===== src/rtl/tmid_pkg.sv =====
package tmid_pkg;

    // Coordinate width, Q16.16 at the default
    localparam int COORD_W = 32;
    // Point difference carries one extra bit
    localparam int DIFF_W  = COORD_W + 1;
    // Matrix entry width (cell Q16.16, inverse Q2.30)
    localparam int ENT_W   = 32;
    // Fraction kept modulo 1 with this many fraction bits
    localparam int FRAC_W  = 46;
    // Split point of the modular fraction product
    localparam int HALF_W  = FRAC_W / 2;
    // Wrapped fraction, signed Q.30 in [-0.5, 0.5]
    localparam int WRAP_W  = 31;
    // Back-mapped product and rounded displacement widths
    localparam int PROD_W  = ENT_W + WRAP_W;
    localparam int DISP_W  = 34;
    // Squared length and distance
    localparam int SQ_W    = 64;
    localparam int DIST_W  = 32;
    // Configuration port
    localparam int CFG_IDX_W  = 3;
    localparam int CFG_DATA_W = 64;

    typedef enum logic [CFG_IDX_W-1:0] {
        REG_CELL_XX_XY = 3'd0,
        REG_CELL_XZ_YY = 3'd1,
        REG_CELL_YZ_ZZ = 3'd2,
        REG_INV_XX_XY  = 3'd3,
        REG_INV_XZ_YY  = 3'd4,
        REG_INV_YZ_ZZ  = 3'd5
    } t_reg_idx;

    typedef struct packed {
        logic signed [COORD_W-1:0] first_x;
        logic signed [COORD_W-1:0] first_y;
        logic signed [COORD_W-1:0] first_z;
        logic signed [COORD_W-1:0] second_x;
        logic signed [COORD_W-1:0] second_y;
        logic signed [COORD_W-1:0] second_z;
    } t_in_item;

    typedef struct packed {
        logic signed [COORD_W-1:0] image_dx;
        logic signed [COORD_W-1:0] image_dy;
        logic signed [COORD_W-1:0] image_dz;
        logic        [DIST_W-1:0]  distance;
    } t_out_item;

    // Upper-triangular matrix entries
    typedef struct packed {
        logic signed [ENT_W-1:0] xx;
        logic signed [ENT_W-1:0] xy;
        logic signed [ENT_W-1:0] xz;
        logic signed [ENT_W-1:0] yy;
        logic signed [ENT_W-1:0] yz;
        logic signed [ENT_W-1:0] zz;
    } t_mat;

    // Wrapped fractional coordinates
    typedef struct packed {
        logic signed [WRAP_W-1:0] x;
        logic signed [WRAP_W-1:0] y;
        logic signed [WRAP_W-1:0] z;
    } t_wrap;

    // Saturated displacement plus squared length
    typedef struct packed {
        logic signed [COORD_W-1:0] dx;
        logic signed [COORD_W-1:0] dy;
        logic signed [COORD_W-1:0] dz;
        logic        [SQ_W-1:0]    sq;
    } t_dsq;

endpackage


===== src/rtl/tmid_sqrt.sv =====
// Pipelined integer square root, four result bits per stage
module tmid_sqrt import tmid_pkg::*; (
    input  logic      i_clk,
    input  logic      i_rst_n,
    input  logic      i_valid,
    output logic      o_ready,
    input  t_dsq      i_item,
    output logic      o_valid,
    input  logic      i_ready,
    output t_out_item o_item
);

    localparam int STEPS = 4;
    localparam int NSTG  = DIST_W / STEPS;
    localparam int REM_W = DIST_W + 2;

    typedef struct packed {
        logic [REM_W-1:0]  rem;
        logic [DIST_W-1:0] root;
        logic [SQ_W-1:0]   v;
    } t_sq_st;

    // STEPS digit-by-digit iterations, two radicand bits each
    function automatic t_sq_st iter(t_sq_st s);
        t_sq_st            n;
        logic [REM_W+1:0]  tmp;
        logic [REM_W+1:0]  trial;
        n = s;
        for (int k = 0; k < STEPS; k++) begin
            tmp   = {n.rem, n.v[SQ_W-1:SQ_W-2]};
            trial = (REM_W+2)'({n.root, 2'b01});
            if (tmp >= trial) begin
                tmp    = tmp - trial;
                n.root = {n.root[DIST_W-2:0], 1'b1};
            end else begin
                n.root = {n.root[DIST_W-2:0], 1'b0};
            end
            n.rem = tmp[REM_W-1:0];
            n.v   = {n.v[SQ_W-3:0], 2'b00};
        end
        return n;
    endfunction

    logic [NSTG-1:0] r_vld;
    logic [NSTG-1:0] en;
    t_sq_st r_st [NSTG];
    logic signed [COORD_W-1:0] r_dx [NSTG];
    logic signed [COORD_W-1:0] r_dy [NSTG];
    logic signed [COORD_W-1:0] r_dz [NSTG];
    t_sq_st n_first;

    // Bubble-collapsing stage enables
    assign en[NSTG-1] = !r_vld[NSTG-1] || i_ready;
    for (genvar k = 0; k < NSTG - 1; k++) begin : g_en
        assign en[k] = !r_vld[k] || en[k+1];
    end
    assign o_ready = en[0];
    assign o_valid = r_vld[NSTG-1];

    assign o_item.image_dx = r_dx[NSTG-1];
    assign o_item.image_dy = r_dy[NSTG-1];
    assign o_item.image_dz = r_dz[NSTG-1];
    assign o_item.distance = r_st[NSTG-1].root;

    always_comb begin
        n_first.rem  = '0;
        n_first.root = '0;
        n_first.v    = i_item.sq;
    end

    always_ff @(posedge i_clk) begin
        if (!i_rst_n) begin
            r_vld <= '0;
        end else begin
            if (en[0]) r_vld[0] <= i_valid;
            for (int k = 1; k < NSTG; k++) begin
                if (en[k]) r_vld[k] <= r_vld[k-1];
            end
        end
    end

    // Root stages, displacement carried alongside
    always_ff @(posedge i_clk) begin
        if (en[0]) begin
            r_st[0] <= iter(n_first);
            r_dx[0] <= i_item.dx;
            r_dy[0] <= i_item.dy;
            r_dz[0] <= i_item.dz;
        end
        for (int k = 1; k < NSTG; k++) begin
            if (en[k]) begin
                r_st[k] <= iter(r_st[k-1]);
                r_dx[k] <= r_dx[k-1];
                r_dy[k] <= r_dy[k-1];
                r_dz[k] <= r_dz[k-1];
            end
        end
    end

`ifndef SYNTH
    // Finished root leaves a remainder no larger than twice the root
    a_rem_bound: assert property (@(posedge i_clk) disable iff (!i_rst_n)
        r_vld[NSTG-1] |-> (r_st[NSTG-1].rem <= REM_W'({r_st[NSTG-1].root, 1'b0})))
        else $error("square root remainder out of bound");
    // A held result stays in the last stage
    a_hold: assert property (@(posedge i_clk) disable iff (!i_rst_n)
        r_vld[NSTG-1] && !i_ready |=> r_vld[NSTG-1])
        else $error("stalled result lost");
    // The input side only backs off when the first and last stages are occupied
    a_ready: assert property (@(posedge i_clk) disable iff (!i_rst_n)
        !o_ready |-> r_vld[0] && r_vld[NSTG-1])
        else $error("back-pressure without a full pipeline");
`endif

endmodule


===== config.mk =====
export PLATFORM = sky130hd
export DESIGN_NAME = tmid_sqrt
export DESIGN_NICKNAME = d
export VERILOG_FILES = /design/src/rtl/tmid_pkg.sv /design/src/rtl/tmid_sqrt.sv
export SDC_FILE = /design/constraint.sdc
export NUM_CORES = 2
export LEC_CHECK = 0
export BUFFER_PORTS_ARGS = -buffer_cell sky130_fd_sc_hd__buf_2
export CAP_MARGIN = 20
export CORE_UTILIZATION = 45
export CTS_CLUSTER_SIZE = 20
export DETAILED_ROUTE_END_ITERATION = 6
export RECOVER_POWER = 25
export REMOVE_ABC_BUFFERS = 1
export SKIP_CTS_REPAIR_TIMING = 1
export SYNTH_ARGS = -nofsm -noshare
export SYNTH_HDL_FRONTEND = slang
export SYNTH_SLANG_ARGS = --single-unit

===== constraint.sdc =====
create_clock -name i_clk -period 32.6 [get_ports i_clk]
set_clock_uncertainty 0.15 [all_clocks]
set_input_delay 4.89 -clock i_clk [delete_from_list [all_inputs] [get_ports i_clk]]
set_output_delay 4.89 -clock i_clk [all_outputs]
set_load 0.005 [all_outputs]

==> impl_metrics.py <==
metrics = {
    "synthesis": {
        "synth-edff-count": 1374,
        "ys_warn_count": 0,
        "synth_seq_cells": 1382,
        "netlist_instances": 8741,
        "ys_seq_area_frac": 0.465,
        "synth_top_area_cell": "edfxtp_1",
        "avgSynthCellArea_um2": 10.2,
        "synthTopCellsByCount": "edfxtp_1 (1374), nor2_1 (735), a21oi_1 (689), nand2_1 (687), ha_1 (560)",
        "yosysUniqueCellTypes": 112,
        "synth.most_common_cell": "edfxtp_1",
        "ys.flop_type": "edfxtp_1",
        "synthTopCellsByArea": "edfxtp_1 (46%), ha_1 (7.9%), xnor2_1 (4.8%), a21oi_1 (3.9%), nor2_1 (3.1%)",
        "async_flop_share": 0,
        "syn_area_um2": 89100,
        "synth_top_area_share": 0.463,
    },
    "timing": {
        "finalSetupViolCount": 0,
        "rsz0062_at_grt": "false",
        "tightest_slew_ps": 1090,
        "finalCriticalPeriod_ps": 15810,
        "final.setup.tns_ps": 0,
        "maxSlewViolCount": 0,
        "hold_violations": 0,
        "fmax_mhz": 63.3,
        "hold_slack_ps": 235,
        "fin_crit_sh": 0.485,
        "max-slew-margin-rel": 0.254,
        "setup_slack_ps": 16790,
    },
    "routing": {
        "wl_per_cell_um": 23.8,
        "ant_nets": 0,
        "drt-vias-per-instance": 5.94,
        "vias": 69100,
        "drcViolationCount": 0,
        "routed_wl_um": 277000,
        "first_pass_iters": 6,
        "first_iter_violations": 5976,
    },
    "grt": {
        "antenna_found_initial": 33,
        "grt_max_degree": 129,
        "grt_pass1_vias": 65700,
        "grt_overflow": 0,
        "grt_pass1_wl_um": 411000,
        "track_usage": 0.271,
    },
    "clocking": {
        "clk_latency_ps": 830,
        "clk_pin_slew_ps": 60,
        "cts_sinks": 1382,
        "cts_buffers": 153,
        "cts_tree": "yes",
        "clockBufferDepth": 3,
        "htree_levels": 4,
        "cts-root-buf": "clkbuf_16",
    },
    "placement": {
        "port_buffers": 293,
        "dpl.hpwl_um": 218000,
        "place_ws_ps": 16990,
        "gp_routability_congestion": 0.983,
    },
    "worst_hold_path": {
        "hp-class": "reg2reg",
    },
    "floorplanning": {
        "fp.dieW_um": 447,
        "die_h_um": 447,
        "die_area_um2": 200000,
        "io_pins": 294,
        "initial_core_util": 0.455,
        "rows": 162,
        "coreArea_um2": 196000,
    },
    "final_layout": {
        "fillCellCount": 18000,
        "nets": 9604,
        "drive_gt1_frac": 0.0902,
        "area_delta_synth_final_pct": 9.58,
    },
    "run": {
        "drv_cap": 0,
    },
    "setup_path": {
        "cpPeakStageDelay_ps": 760,
        "worstPathRequired_ps": 33010,
        "cp-start-kind": "flip-flop",
        "endpoint_kind": "flip-flop",
        "slowest_stage": "nor4_2",
        "crit_type": "reg2reg",
        "critPathArrivalTime_ps": 16220,
        "cp_max_fo": 28,
    },
    "run_status": {
        "status": "complete, no violations",
    },
    "power_and_ir_drop": {
        "power_density_nw_per_um2": 67.7,
        "p_leak_uw": 0.0397,
        "irDropWorstVdd_uv": 57.0,
    },
}
-- cell type report --
class / instances / area [um2] / area share
multi-input cells: 6625 / 44500 / 0.455
clock inverters: 96 / 1170 / 0.0120
well taps: 2624 / 3280 / 0.0336
flip-flops and latches: 1382 / 41400 / 0.424
repair buffers: 348 / 1910 / 0.0196
clock buffers: 182 / 3960 / 0.0405
inverters: 370 / 1420 / 0.0146
diodes: 6 / 15.0 / 0.000154
-- power breakdown --
group	leakage [uW]	total, uW	internal (uW)	switching [uW]
combinational	0.0229	2520	934	1590
sequential	0.0143	2340	2180	161
clock	0.00246	1750	1000	744
-- per-stage QoR --
stage          cells  utilization  area [um2]  power (uW)
5_1_grt        11600        0.499       97700        6970
4_1_cts        11600        0.499       97600        6620
2_1_floorplan   8377            -       87200        4110
3_5_place_dp   11300        0.472       92500        4840
3_3_place_gp   11300        0.472       92500        4830
6_report       11600        0.499       97700        6610
-- logic make-up after synthesis --
| family | Yosys count | synth area share |
|---|---|---|
| adders and majority gates | 560 | 0.0786 |
| xor gates and xnor gates | 776 | 0.0763 |
| other | 1 | 0.0000421 |
| and+or+nand+nor | 2831 | 0.159 |
| buffers and inverters | 736 | 0.0368 |
| DFF | 1382 | 0.465 |
| AOI/OAI and AO/OA | 2332 | 0.169 |
| muxes | 123 | 0.0156 |
-- critical path, delay by kind of cell, from the launching register on --
family / cells / cell delay [ps]
compound gates: 23 / 5770
simple gates: 21 / 4360
buf+inv: 8 / 2670
fa+ha+maj: 4 / 1640
flops: 1 / 520
mux: 1 / 380
-- layer usage --
metal	up-vias	track usage	part of all wire
met2	2013	0.454	0.48
met3	414	0.0300	0.047
met5	-	0	0
li1	33000	-	-
met1	33700	0.364	0.44
met4	0	0.0909	0.035
-- registers in the layout, indices dropped and copies added (netlist names) --
name / count
r_vld: 8
r_dz: 256
r_dx: 256
r_st: 606
r_dy: 256
-- layout by cell type (no fill, tap or decap), types with 94 or more instances in the layout --
| master | instances |
|---|---|
| edfxtp_1 | 1374 |
| nand2b_1 | 109 |
| a21o_1 | 277 |
| ha_1 | 560 |
| buf_2 | 293 |
| a21oi_1 | 689 |
| inv_1 | 348 |
| xor2_1 | 283 |
| and3_1 | 104 |
| nand4_1 | 142 |
| nor4_1 | 98 |
| nor3_1 | 189 |
| o21ai_0 | 478 |
| nor2_1 | 735 |
| xnor2_1 | 493 |
| clkbuf_16 | 154 |
| nand3_1 | 230 |
| nand2_1 | 684 |
| nor2b_1 | 94 |
-- final timing paths --
kind                                   start      endpoint  slack (ps)  cells past startpoint
worst max-delay path            r_st[0][436]  r_st[1][103]       16790                     57
worst min-delay path             r_dx[1][67]   r_dx[1][99]         230                      0
worst max register to register  r_st[0][436]  r_st[1][103]       16790                     57
worst min register to register   r_dx[1][67]   r_dx[1][99]         230                      0
Note: power is estimated with default switching activity, not from simulation.
